## src/rtl/core/accel_tilt_angle_core_defines.svh

```systemverilog
// Assertion macros shared by the tilt angle core.
// Each expects i_clk and i_rst_n in the scope where it is used.
`ifndef ACCEL_TILT_ANGLE_CORE_DEFINES_SVH
`define ACCEL_TILT_ANGLE_CORE_DEFINES_SVH

// Same-cycle implication, muted while in reset.
`define ATA_IMPLIES(label, ante, cons, msg) \
    label: assert property (@(posedge i_clk) disable iff (!i_rst_n) (ante) |-> (cons)) \
        else $error(msg);

// Next-cycle implication, muted while in reset.
`define ATA_NEXT(label, ante, cons, msg) \
    label: assert property (@(posedge i_clk) disable iff (!i_rst_n) (ante) |=> (cons)) \
        else $error(msg);

`endif

```

## src/rtl/core/ata_pkg.sv

```systemverilog
// Constants, types and the arctangent table for the tilt angle core.
// No dependencies; imported by every module of the core.
package ata_pkg;

    localparam int SAMPLE_BITS     = 16;
    localparam int ANGLE_FRAC_BITS = 8;
    localparam int CORDIC_STAGES   = 16;
    localparam int WORK_FRAC       = 24;
    localparam int TABLE_LEN       = 24;

    localparam int PRE_SHIFT = (63 - 2 * SAMPLE_BITS) / 2;
    localparam int SUM_W     = 2 * SAMPLE_BITS;
    localparam int ROOT_W    = SAMPLE_BITS + PRE_SHIFT;
    localparam int REM_W     = ROOT_W + 2;
    localparam int CD_W      = ROOT_W + 3;
    localparam int Z_W       = WORK_FRAC + 9;
    localparam int STAGE_W   = $clog2(TABLE_LEN);
    localparam int ANGLE_W   = 16;
    localparam int RND_SH    = WORK_FRAC - ANGLE_FRAC_BITS;
    localparam int RES_W     = Z_W - RND_SH;

    // atan(2^-i) in degrees, 24 fractional bits
    localparam logic [31:0] ATAN_TAB [TABLE_LEN] = '{
        32'd754974720, 32'd445687602, 32'd235489088, 32'd119537938,
        32'd60000934,  32'd30029717,  32'd15018523,  32'd7509720,
        32'd3754917,   32'd1877466,   32'd938734,    32'd469367,
        32'd234684,    32'd117342,    32'd58671,     32'd29335,
        32'd14668,     32'd7334,      32'd3667,      32'd1833,
        32'd917,       32'd458,       32'd229,       32'd115
    };

    localparam logic [Z_W-1:0]            Z_MAX     = Z_W'({ATAN_TAB[0], 1'b0});
    localparam logic [RES_W-1:0]          FULL_MAG  = RES_W'(90 << ANGLE_FRAC_BITS);
    localparam logic signed [ANGLE_W-1:0] ANGLE_MAX = ANGLE_W'(90 << ANGLE_FRAC_BITS);

    typedef struct packed {
        logic valid;
        logic neg;
        logic zero_n;
        logic zero_d;
    } t_tag;

    typedef struct packed {
        logic [REM_W-1:0]       rem;
        logic [ROOT_W-1:0]      root;
        logic [SUM_W-1:0]       src;
        logic [SAMPLE_BITS-1:0] nmag;
    } t_sqrt;

    typedef struct packed {
        logic signed [CD_W-1:0] x;
        logic signed [CD_W-1:0] y;
        logic signed [Z_W-1:0]  z;
    } t_cordic;

    function automatic logic [31:0] atan_lookup(input logic [STAGE_W-1:0] idx);
        logic [31:0] v;
        v = '0;
        if (idx < STAGE_W'(TABLE_LEN)) begin
            v = ATAN_TAB[idx];
        end
        return v;
    endfunction

endpackage

```

## src/rtl/core/ata_sqrt_cell.sv

```systemverilog
// One digit of the pipelined integer square root: two radicand bits in, one root bit out.
// Depends on ata_pkg.
module ata_sqrt_cell
    import ata_pkg::*;
(
    input  logic  i_clk,
    input  logic  i_rst_n,
    input  logic  i_adv,
    input  t_tag  i_tag,
    input  t_sqrt i_data,
    output t_tag  o_tag,
    output t_sqrt o_data
);

    t_tag              r_tag;
    t_sqrt             r_data;
    t_sqrt             n_data;
    logic [REM_W+1:0]  w_acc;
    logic [REM_W+1:0]  w_trial;
    logic              w_fit;

    always_comb begin
        w_acc   = {i_data.rem, i_data.src[SUM_W-1 -: 2]};
        w_trial = {2'b00, i_data.root, 2'b01};
        w_fit   = (w_acc >= w_trial);
        n_data.rem  = w_fit ? REM_W'(w_acc - w_trial) : REM_W'(w_acc);
        n_data.root = {i_data.root[ROOT_W-2:0], w_fit};
        n_data.src  = {i_data.src[SUM_W-3:0], 2'b00};
        n_data.nmag = i_data.nmag;
    end

    always_ff @(posedge i_clk) begin
        if (!i_rst_n) begin
            r_tag <= '0;
        end else if (i_adv) begin
            r_tag <= i_tag;
        end
    end

    always_ff @(posedge i_clk) begin
        if (i_adv) begin
            r_data <= n_data;
        end
    end

    assign o_tag  = r_tag;
    assign o_data = r_data;

endmodule

```

## config.mk

```make
export PLATFORM = sky130hd
export DESIGN_NAME = ata_sqrt_cell
export DESIGN_NICKNAME = d
export VERILOG_FILES = /design/src/rtl/core/accel_tilt_angle_core_defines.svh /design/src/rtl/core/ata_pkg.sv /design/src/rtl/core/ata_sqrt_cell.sv
export SDC_FILE = /design/constraint.sdc
export NUM_CORES = 1
export LEC_CHECK = 0
export ABC_CLOCK_PERIOD_IN_PS = 4000
export BUFFER_PORTS_ARGS = -buffer_cell sky130_fd_sc_hd__buf_2
export CAP_MARGIN = 10
export CORE_UTILIZATION = 48
export DETAILED_ROUTE_END_ITERATION = 10
export PLACE_DENSITY = 0.8
export SLEW_MARGIN = 20
export SYNTH_ARGS = -nofsm -noshare
export SYNTH_HDL_FRONTEND = slang
export SYNTH_SLANG_ARGS = --single-unit
```

## constraint.sdc

```tcl
create_clock -name i_clk -period 4 [get_ports i_clk]
set_clock_uncertainty 0.2 [all_clocks]
set_input_delay 0.4 -clock i_clk [delete_from_list [all_inputs] [get_ports i_clk]]
set_output_delay 0.4 -clock i_clk [all_outputs]
set_load 0.02 [all_outputs]
```

==> impl_metrics.py <==
metrics = {
    "logic_synthesis": {
        "ys_warn_count": 0,
        "synth.top_cells.by_area": "edfxtp_1 (60%), ha_1 (7.4%), nand2_1 (3.6%), o21ai_0 (3.4%), xor2_1 (2.5%)",
        "synth_async_sr_flop_share_pct": 0,
        "synthAdderAreaFrac_pct": 7.44,
        "synth_area_mm2": 0.00555,
        "synth-xor-area-share_pct": 4.58,
        "synthSimpleGateAreaFrac_pct": 8.48,
        "synth-compound-area-share_pct": 13.0,
        "ys_seq_elements": 114,
        "avgSynthCellArea_um2": 12.2,
        "seq_area_frac_synth_pct": 61.0,
        "netlist.area_leader.share_pct": 59.6,
        "yosysTopAreaCell": "edfxtp_1",
        "synth-edff-count": 110,
        "synth_cells": 455,
        "synth_top_family_by_area": "compound AO/OA/AOI/OAI gates",
        "synth_top_flop_cell": "edfxtp_1",
        "synth.mux.area_fraction_pct": 1.31,
        "ys_types": 49,
    },
    "cts": {
        "cts.sinks": 114,
        "numCtsBuffers": 17,
        "root_buffer": "clkbuf_16",
        "cts.path.max_buffers": 2,
        "h-tree-depth": 4,
        "cts_setup_buffers": 0,
        "worst_skew_pair.late_latency_ns": 0.41,
        "clk_pin_slew_ns": 0.06,
        "cts_tree": "yes",
    },
    "drt": {
        "drt_iter0_markers": 442,
        "wl_per_cell_um": 18.7,
        "drt-vias-per-instance": 5.28,
        "dr.pass1.iters": 5,
        "antenna_left": 0,
        "vias": 4869,
        "drc_errors": 0,
        "finalWirelength_mm": 17.2,
    },
    "placed_design": {
        "dp_slack_ns": 0.423,
        "dp_hpwl_mm": 10.8,
        "gp_congestion": 0.914,
        "portBuffers": 232,
    },
    "timing": {
        "worstMarginPinSlew_ns": 0.640,
        "period_needed_ns": 3.76,
        "tns_ns": 0,
        "slew_viol_final": 0,
        "max_slew_margin_pct": 57.3,
        "period_share_pct": 94.1,
        "fmax_mhz": 266,
        "hold-worst-slack_ns": 0.0403,
        "layout_setup_ws_ns": 0.237,
        "hold_viol": 0,
        "rsz0062_at_grt": "false",
        "setup_viol": 0,
    },
    "status": {
        "status": "finished clean",
    },
    "cells_and_area": {
        "drive_above_1_share_pct": 34.4,
        "seq_area_mm2": 0.00338,
        "n_fill_cell": 698,
        "nNetsFinal": 921,
        "multi_input_area_mm2": 0.00194,
        "final_common_cell": "buf_2",
        "area_growth_pct": 49.2,
        "layout_common_cells": "buf_2 (231), edfxtp_1 (110), dlygate4sd3_1 (76)",
        "final_util_pct": 75.0,
    },
    "grt": {
        "grt_pass1_wl_mm": 24.8,
        "grt_overflow": 0,
        "antenna_found_initial": 1,
        "grt_usage_pct": 28.5,
        "grt_max_degree": 115,
        "grt_pass1_vias": 4970,
    },
    "power": {
        "switching_power_w": 0.00108,
        "vdd_drop_max_v": 0.000319,
        "p_leak_nw": 3.75,
        "combPwrFrac_pct": 19.7,
        "p_per_area_mw_per_mm2": 486,
        "internal-power_w": 0.00294,
        "pwr-share-seq_pct": 37.3,
        "power.share.switching_pct": 26.9,
        "power_frac_clock_pct": 43.0,
    },
    "worst_setup_path": {
        "cpMostUsedCell": "a21oi_1",
        "worst_setup_path_end_kind": "flop",
        "cp_cell_sequence": "dlygate4sd3_1 > buf_2 > inv_1 > ha_1 > a21oi_1 > nand2_1 > a21oi_1 > nand3_1 > a21oi_2 > o21ai_2 > a41oi_4 > buf_12 > o21ai_0",
        "path_max_fanout": 28,
        "crit_type": "in -> reg",
        "startpoint_type": "input pin",
        "ff2ff_setup_slack_ns": 3.12,
        "cp_top_family": "compound AO/OA/AOI/OAI gates",
        "slowest_stage": "dlygate4sd3_1",
        "crit_required_ns": 3.92,
        "arrival_ns": 3.68,
        "path_buf_inv": 4,
        "critPathMaxStageDelay_ns": 0.57,
    },
    "die": {
        "ios": 235,
        "num_rows": 38,
        "core_mm2": 0.0110,
        "start_util_pct": 50.3,
        "die_x_um": 109,
        "dieArea_mm2": 0.0120,
        "die_y_um": 109,
    },
    "flow_run": {
        "drv_cap": 0,
    },
    "hold_path": {
        "hold_class": "in -> reg",
    },
}
[worst register-to-register path: cells and delay by family (launching register included)]
family           cells  cell delay (ns)
flip-flops           1             0.32
multiplexers         1             0.18
AND/OR/NAND/NOR      1             0.07
[stage by stage]
step,instances,cell area (um2),power [W]
final,923,8270,0.00402
after global routing,923,8270,0.00414
after CTS,921,8260,0.00399
after detailed placement,814,6850,0.00222
after global placement,814,6850,0.00220
after floorplan,456,5550,0.00195
[metal layers]
| metal | track usage, % | share of wire, % | up-vias |
|---|---|---|---|
| li1 | - | - | 2294 |
| met1 | 31.4 | 39 | 2258 |
| met2 | 50.1 | 50 | 257 |
| met3 | 7.35 | 7.0 | 60 |
| met4 | 15.4 | 4.4 | 0 |
| met5 | 0 | 0 | - |
[cells by family (layout without fill, tap and decap cells)]
kind of cell,count (synthesis),count (layout)
buf+inv,54,380
mux,7,7
simple gates,104,104
xor+xnor,29,29
flops,114,114
compound gates,113,113
other cells,1,3
fa+ha+maj,33,33
[what timing repair did]
item / CTS / global route
resized for setup: 0 / 0
hold endpoints to repair: 75 / 1
hold buffers: 75 / 1
[synth_stat cells, drive strengths merged (4+ instances only)]
cell	instances
o21a	4
nor2	13
dfxtp	4
edfxtp	110
a21o	18
inv	37
nand4	9
nor2b	4
nand2	53
xor2	16
buf	9
a21oi	28
xnor2	13
ha	33
nor3	6
o21ai	40
clkbuf	8
a31oi	4
mux2i	5
nand3	9
[final timing paths]
check,from,to,cells after the start
setup / recovery,i_data[59],o_data[91]$_DFFE_PP_,13
hold / removal,i_rst_n,o_tag[2]$_SDFFE_PN0P_,2
setup reg to reg,o_tag[3]$_SDFFE_PN0P_,o_tag[3]$_SDFFE_PN0P_,2
hold reg to reg,o_tag[2]$_SDFFE_PN0P_,o_tag[2]$_SDFFE_PN0P_,2
[flip-flops by register name, indices dropped and copies added, names as in the netlist]
register / flops
o_tag: 4
o_data: 110
[cell type report]
class,count,share of cell area [%]
antenna,1,0.0302
multi-input combinational,288,23.4
clock buffer,18,5.19
clock inverter,14,2.83
timing repair buffer,311,23.8
sequential,114,40.9
inverter,37,1.68
tap,140,2.12
[power groups by stage]
stage | logic (W) | clock network [W] | registers, W
finish | 0.000792 | 0.00173 | 0.00150
global route | 0.000847 | 0.00178 | 0.00151
CTS | 0.000779 | 0.00172 | 0.00149
detailed placement | 0.000712 | 0 | 0.00151
global placement | 0.000693 | 0 | 0.00151
floorplan | 0.000276 | 0 | 0.00168
No activity file was read; power rests on OpenSTA's default activity.
