**src/rtl/core/accel_tilt_angle_core_defines.svh**
```systemverilog
// Assertion macros shared by the tilt angle core.
// Each expects i_clk and i_rst_n in the scope where it is used.
`ifndef ACCEL_TILT_ANGLE_CORE_DEFINES_SVH
`define ACCEL_TILT_ANGLE_CORE_DEFINES_SVH

// Same-cycle implication, muted while in reset.
`define ATA_IMPLIES(label, ante, cons, msg) \
    label: assert property (@(posedge i_clk) disable iff (!i_rst_n) (ante) |-> (cons)) \
        else $error(msg);

// Next-cycle implication, muted while in reset.
`define ATA_NEXT(label, ante, cons, msg) \
    label: assert property (@(posedge i_clk) disable iff (!i_rst_n) (ante) |=> (cons)) \
        else $error(msg);

`endif

```
**src/rtl/core/ata_pkg.sv**
```systemverilog
// Constants, types and the arctangent table for the tilt angle core.
// No dependencies; imported by every module of the core.
package ata_pkg;

    localparam int SAMPLE_BITS     = 16;
    localparam int ANGLE_FRAC_BITS = 8;
    localparam int CORDIC_STAGES   = 16;
    localparam int WORK_FRAC       = 24;
    localparam int TABLE_LEN       = 24;

    localparam int PRE_SHIFT = (63 - 2 * SAMPLE_BITS) / 2;
    localparam int SUM_W     = 2 * SAMPLE_BITS;
    localparam int ROOT_W    = SAMPLE_BITS + PRE_SHIFT;
    localparam int REM_W     = ROOT_W + 2;
    localparam int CD_W      = ROOT_W + 3;
    localparam int Z_W       = WORK_FRAC + 9;
    localparam int STAGE_W   = $clog2(TABLE_LEN);
    localparam int ANGLE_W   = 16;
    localparam int RND_SH    = WORK_FRAC - ANGLE_FRAC_BITS;
    localparam int RES_W     = Z_W - RND_SH;

    // atan(2^-i) in degrees, 24 fractional bits
    localparam logic [31:0] ATAN_TAB [TABLE_LEN] = '{
        32'd754974720, 32'd445687602, 32'd235489088, 32'd119537938,
        32'd60000934,  32'd30029717,  32'd15018523,  32'd7509720,
        32'd3754917,   32'd1877466,   32'd938734,    32'd469367,
        32'd234684,    32'd117342,    32'd58671,     32'd29335,
        32'd14668,     32'd7334,      32'd3667,      32'd1833,
        32'd917,       32'd458,       32'd229,       32'd115
    };

    localparam logic [Z_W-1:0]            Z_MAX     = Z_W'({ATAN_TAB[0], 1'b0});
    localparam logic [RES_W-1:0]          FULL_MAG  = RES_W'(90 << ANGLE_FRAC_BITS);
    localparam logic signed [ANGLE_W-1:0] ANGLE_MAX = ANGLE_W'(90 << ANGLE_FRAC_BITS);

    typedef struct packed {
        logic valid;
        logic neg;
        logic zero_n;
        logic zero_d;
    } t_tag;

    typedef struct packed {
        logic [REM_W-1:0]       rem;
        logic [ROOT_W-1:0]      root;
        logic [SUM_W-1:0]       src;
        logic [SAMPLE_BITS-1:0] nmag;
    } t_sqrt;

    typedef struct packed {
        logic signed [CD_W-1:0] x;
        logic signed [CD_W-1:0] y;
        logic signed [Z_W-1:0]  z;
    } t_cordic;

    function automatic logic [31:0] atan_lookup(input logic [STAGE_W-1:0] idx);
        logic [31:0] v;
        v = '0;
        if (idx < STAGE_W'(TABLE_LEN)) begin
            v = ATAN_TAB[idx];
        end
        return v;
    endfunction

endpackage

```
**src/rtl/core/ata_cordic_cell.sv**
```systemverilog
// One vectoring rotation of the CORDIC arctangent chain.
// Depends on ata_pkg for widths and the angle table.
module ata_cordic_cell
    import ata_pkg::*;
(
    input  logic               i_clk,
    input  logic               i_rst_n,
    input  logic               i_adv,
    input  logic [STAGE_W-1:0] i_stage,
    input  t_tag               i_tag,
    input  t_cordic            i_data,
    output t_tag               o_tag,
    output t_cordic            o_data
);

    t_tag                   r_tag;
    t_cordic                r_data;
    t_cordic                n_data;
    logic signed [CD_W-1:0] w_xs;
    logic signed [CD_W-1:0] w_ys;
    logic signed [Z_W-1:0]  w_ang;

    always_comb begin
        w_xs  = i_data.x >>> i_stage;
        w_ys  = i_data.y >>> i_stage;
        w_ang = $signed(Z_W'(atan_lookup(i_stage)));
        if (!i_data.y[CD_W-1]) begin
            n_data.x = i_data.x + w_ys;
            n_data.y = i_data.y - w_xs;
            n_data.z = i_data.z + w_ang;
        end else begin
            n_data.x = i_data.x - w_ys;
            n_data.y = i_data.y + w_xs;
            n_data.z = i_data.z - w_ang;
        end
    end

    always_ff @(posedge i_clk) begin
        if (!i_rst_n) begin
            r_tag <= '0;
        end else if (i_adv) begin
            r_tag <= i_tag;
        end
    end

    always_ff @(posedge i_clk) begin
        if (i_adv) begin
            r_data <= n_data;
        end
    end

    assign o_tag  = r_tag;
    assign o_data = r_data;

endmodule
```
**config.mk**
```make
export PLATFORM = sky130hd
export DESIGN_NAME = ata_cordic_cell
export DESIGN_NICKNAME = d
export VERILOG_FILES = /design/src/rtl/core/accel_tilt_angle_core_defines.svh /design/src/rtl/core/ata_pkg.sv /design/src/rtl/core/ata_cordic_cell.sv
export SDC_FILE = /design/constraint.sdc
export NUM_CORES = 1
export LEC_CHECK = 0
export BUFFER_PORTS_ARGS = -buffer_cell sky130_fd_sc_hd__buf_2
export CORE_MARGIN = 5
export CORE_UTILIZATION = 45
export CTS_BUF_LIST = sky130_fd_sc_hd__clkbuf_2 sky130_fd_sc_hd__clkbuf_4 sky130_fd_sc_hd__clkbuf_8
export CTS_CLUSTER_DIAMETER = 120
export DETAILED_ROUTE_END_ITERATION = 12
export PLACE_DENSITY = 0.63
export SYNTH_ARGS = -nofsm -noshare
export SYNTH_HDL_FRONTEND = slang
export SYNTH_SLANG_ARGS = --single-unit
```
**constraint.sdc**
```tcl
create_clock -name i_clk -period 11.4 [get_ports i_clk]
set_input_delay 0.57 -clock i_clk [delete_from_list [all_inputs] [get_ports i_clk]]
set_output_delay 0.57 -clock i_clk [all_outputs]
set_load 0.005 [all_outputs]
```
==> flow_summary.rst <==
.. list-table::
   :header-rows: 1

   * - Metric
     - Value
   * - Result of the run
     - finished clean
   * - Die footprint
     - 39,400 µm²
   * - FP Rows
     - 69
   * - Reg-to-reg endpoint
     - o_tag[0]
   * - Total of max-cap violations
     - 0
   * - P_leak
     - between 0.007 and 0.008 µW
   * - Final cell count without fillers
     - between 2,000 and 2,500
   * - Clock sink count
     - 105
   * - Dpl cells
     - ~2,300
   * - Count of cells along the worst register-to-register path
     - 2
   * - CTS Hold Buffers Added
     - 0
   * - Start of the worst register-to-register path
     - o_tag[0]
   * - Max-slew violation total from the final report
     - 0
   * - Number of buffers created by CTS
     - 9
   * - # DRC
     - 0
   * - Post-synthesis async set-or-reset flop share
     - 0%
   * - Routed vias
     - between 10,000 and 15,000
   * - Netlist area before placement
     - approximately 16,000 µm²
   * - Resized Gates After CTS
     - 0
   * - Remaining global-route overflow
     - 0
   * - Top achievable clock speed
     - ~140 MHz
   * - Final GP Congestion
     - 0.984
   * - Setup-violating endpoint count in the final report
     - 0
   * - Yosys warns
     - 0
   * - Post-Syn Area per Cell
     - 9.34 µm²
   * - Drt first-iter violations
     - between 1,500 and 2,000
   * - Launch point of the worst hold path
     - i_rst_n
   * - Dominant register cell in the synthesized netlist
     - edfxtp_1
   * - VDD IR-drop max
     - slightly below 0.07 mV
   * - Pin count of the biggest net entering global routing
     - between 100 and 150
   * - Data required, critical path
     - ~12,000 ps
   * - Core footprint
     - approximately 35,000 µm²
   * - Buffers from clock root to sink, at most
     - 2
   * - Layout cell share with drive strength beyond 1
     - between 20% and 30%
   * - Clk pin slew, worst setup/hold paths
     - around 100 ps
   * - CTS tree
     - yes
   * - Nature of the critical path endpoint
     - flop
   * - Wirelength, routed
     - roughly 55 mm
   * - Worst hold path type
     - input port to flop
   * - Remaining max-slew budget at the tightest pin
     - around 31%
   * - Biggest fanout along the worst timing path
     - approximately 110
   * - Number of iterations in the first detailed-routing pass
     - 6
   * - Final period util
     - between 60% and 70%
   * - Final total negative setup slack
     - 0 ps
   * - Global routing usage summed across all routing layers
     - between 20% and 30%
   * - Capture endpoint of the worst hold path
     - o_tag[1]
   * - Buffers plus inverters on the worst setup path
     - 2
   * - Power density over the cells
     - 115 nW/µm²
   * - Count of buffers inserted at the top-level ports
     - between 200 and 250
   * - Antenna violations before repair
     - 0
   * - Net count, final
     - ~2,100
   * - First-pass GRT wire length
     - between 80 and 90 mm
   * - Via-to-Cell Ratio
     - approximately 6.5
   * - Count of nets left with antenna violations after detail routing
     - 0
   * - Flop2flop setup slack
     - 10,790 ps
   * - Largest cells by area after synthesis
     - edfxtp_1 (19%), mux4_2 (15%), ha_1 (8.5%)
   * - Hold Violations, Final
     - 0
   * - Die boundary width
     - between 150 and 200 µm
   * - Biggest cell delay along the critical path
     - 690 ps
   * - Clock Latency Late Sink
     - ~430 ps
   * - Initial Util
     - 45.3%
   * - Half-perimeter wire length after placement
     - around 42 mm
   * - Avg WL per Cell
     - 23.7 µm
   * - Min Tclk post-route
     - 7400 ps
   * - Transition time of the tightest slew-check pin
     - 1030 ps
   * - Critical path arrival
     - roughly 7600 ps
   * - Critical-path top delay cell
     - buf_4
   * - Worst hold path cell count
     - 2
   * - Share of Yosys cell area claimed by the top area cell type
     - 19.0%
   * - Flops & latches, synth
     - ~110
   * - Syn_nets
     - around 1,900
   * - Top post-synthesis cells by count
     - a21oi_1 (130), nand2_1 (121), mux4_2 (110), ha_1 (109), nor2_1 (109)
   * - Most repeated cell in the gate-level netlist after synthesis
     - a21oi_1
   * - Worst path top cell family by delay
     - compound AO/OA/AOI/OAI gates
   * - Post-synth EDFFs
     - between 100 and 150
   * - Post-synth cell types
     - 90
   * - H-tree level count
     - 3
   * - Vias in the first global route
     - between 10,000 and 15,000
   * - Cell-by-cell listing of the critical path
     - buf_6, buf_4, mux4_2, mux2_2, mux4_2, nor3_2, and4bb_1, and4_1, nor2_1, xnor2_1, ha_1, nand2_1, nor2_1, a21boi_0, a211oi_1, o21ai_0, o311ai_0, nand3_1, a31o_2, a21oi_1, xnor2_1
   * - Post-Syn Instances
     - ~1,700
   * - Unrepaired setup endpoints after global routing
     - false
   * - Critical path class
     - input port to flop
   * - # IOs
     - around 220
   * - Number of buffers added for setup after CTS
     - 0
   * - Sequential cell area fraction in the yosys report
     - approximately 19%
   * - Die extent in y
     - 199 µm
   * - Clock tree root driver cell
     - clkbuf_8
   * - Largest area contributor in the synthesized netlist
     - edfxtp_1
   * - Worst setup skew after layout
     - 0 ps
   * - Area Overhead vs Synth
     - 9.23%
   * - Launching element type of the critical path
     - input port
## cell usage in the layout, fill, tap and decap left out, drive strengths merged, types with 26 or more instances in the layout
cell type    n
a21o        48
mux2        33
inv         48
nor2b       30
ha         109
nand3       26
nor3        27
xor2        66
buf        235
mux4       110
mux2i       81
and3        29
nand2b      31
edfxtp     101
o21ai       89
nand2      121
o21a        28
a21oi      130
xnor2       98
a31oi       28
nor2       109
## worst max-delay path by stage
| stage | depth (start not counted) | slack, ps | end | from |
|---|---|---|---|---|
| after floorplan | 25 | 5110 | o_data[31] | i_stage[1] |
| after global placement | 21 | 3870 | o_data[65] | i_stage[2] |
| after detailed placement | 23 | 3740 | o_data[99] | i_stage[0] |
| after CTS | 21 | 4230 | o_data[65] | i_stage[2] |
| after global routing | 23 | 3540 | o_data[99] | i_stage[0] |
| final | 21 | 4000 | o_data[65] | i_stage[2] |
## metrics by stage
stage	hold slack, ps	area (µm²)	total power (µW)	util, %	setup WS [ps]
6_report	373	17500	2010	49.5	4000
5_1_grt	383	17500	2150	49.5	3540
2_1_floorplan	507	16000	1390	-	5110
3_5_place_dp	512	17300	1740	48.9	3740
4_1_cts	344	17500	2020	49.5	4230
3_3_place_gp	498	17300	1730	48.9	3870
## sequential cells by signal (all words and copies together), names as in the netlist
name and cells:
o_tag 4, o_data 101
## report_power, final
group / switching (µW) / internal, µW
clock: 144 / 119
combinational: 656 / 500
sequential: 23.0 / 566
total: 823 / 1190
## cells by family after synthesis
family	synth area share (%)
buffers and inverters	4.65
AND/OR/NAND/NOR	14.6
AO/OA/AOI/OAI	20.6
adder cells (fa/ha/maj)	8.90
flip-flops	19.5
multiplexers	22.9
XOR/XNOR	8.98
## metal layers
metal / vias up / GRT usage, % / part of all wire, %
met5: - / 0 / 0
met1: 7174 / 35.1 / 40
met3: 154 / 4.98 / 8.5
met2: 755 / 43.6 / 46
met4: 0 / 14.2 / 5.9
li1: 6889 / - / -
## cell type report
class	instances	area, µm²
fillers	3373	17800
multi-input cells	1452	12100
flip-flops and latches	105	3110
repair buffers	235	1240
well taps	461	577
inverters	48	180
clock buffers	13	166
clock inverters	3	46.3
diodes	1	2.50
Power figures use the tool's default switching activity.
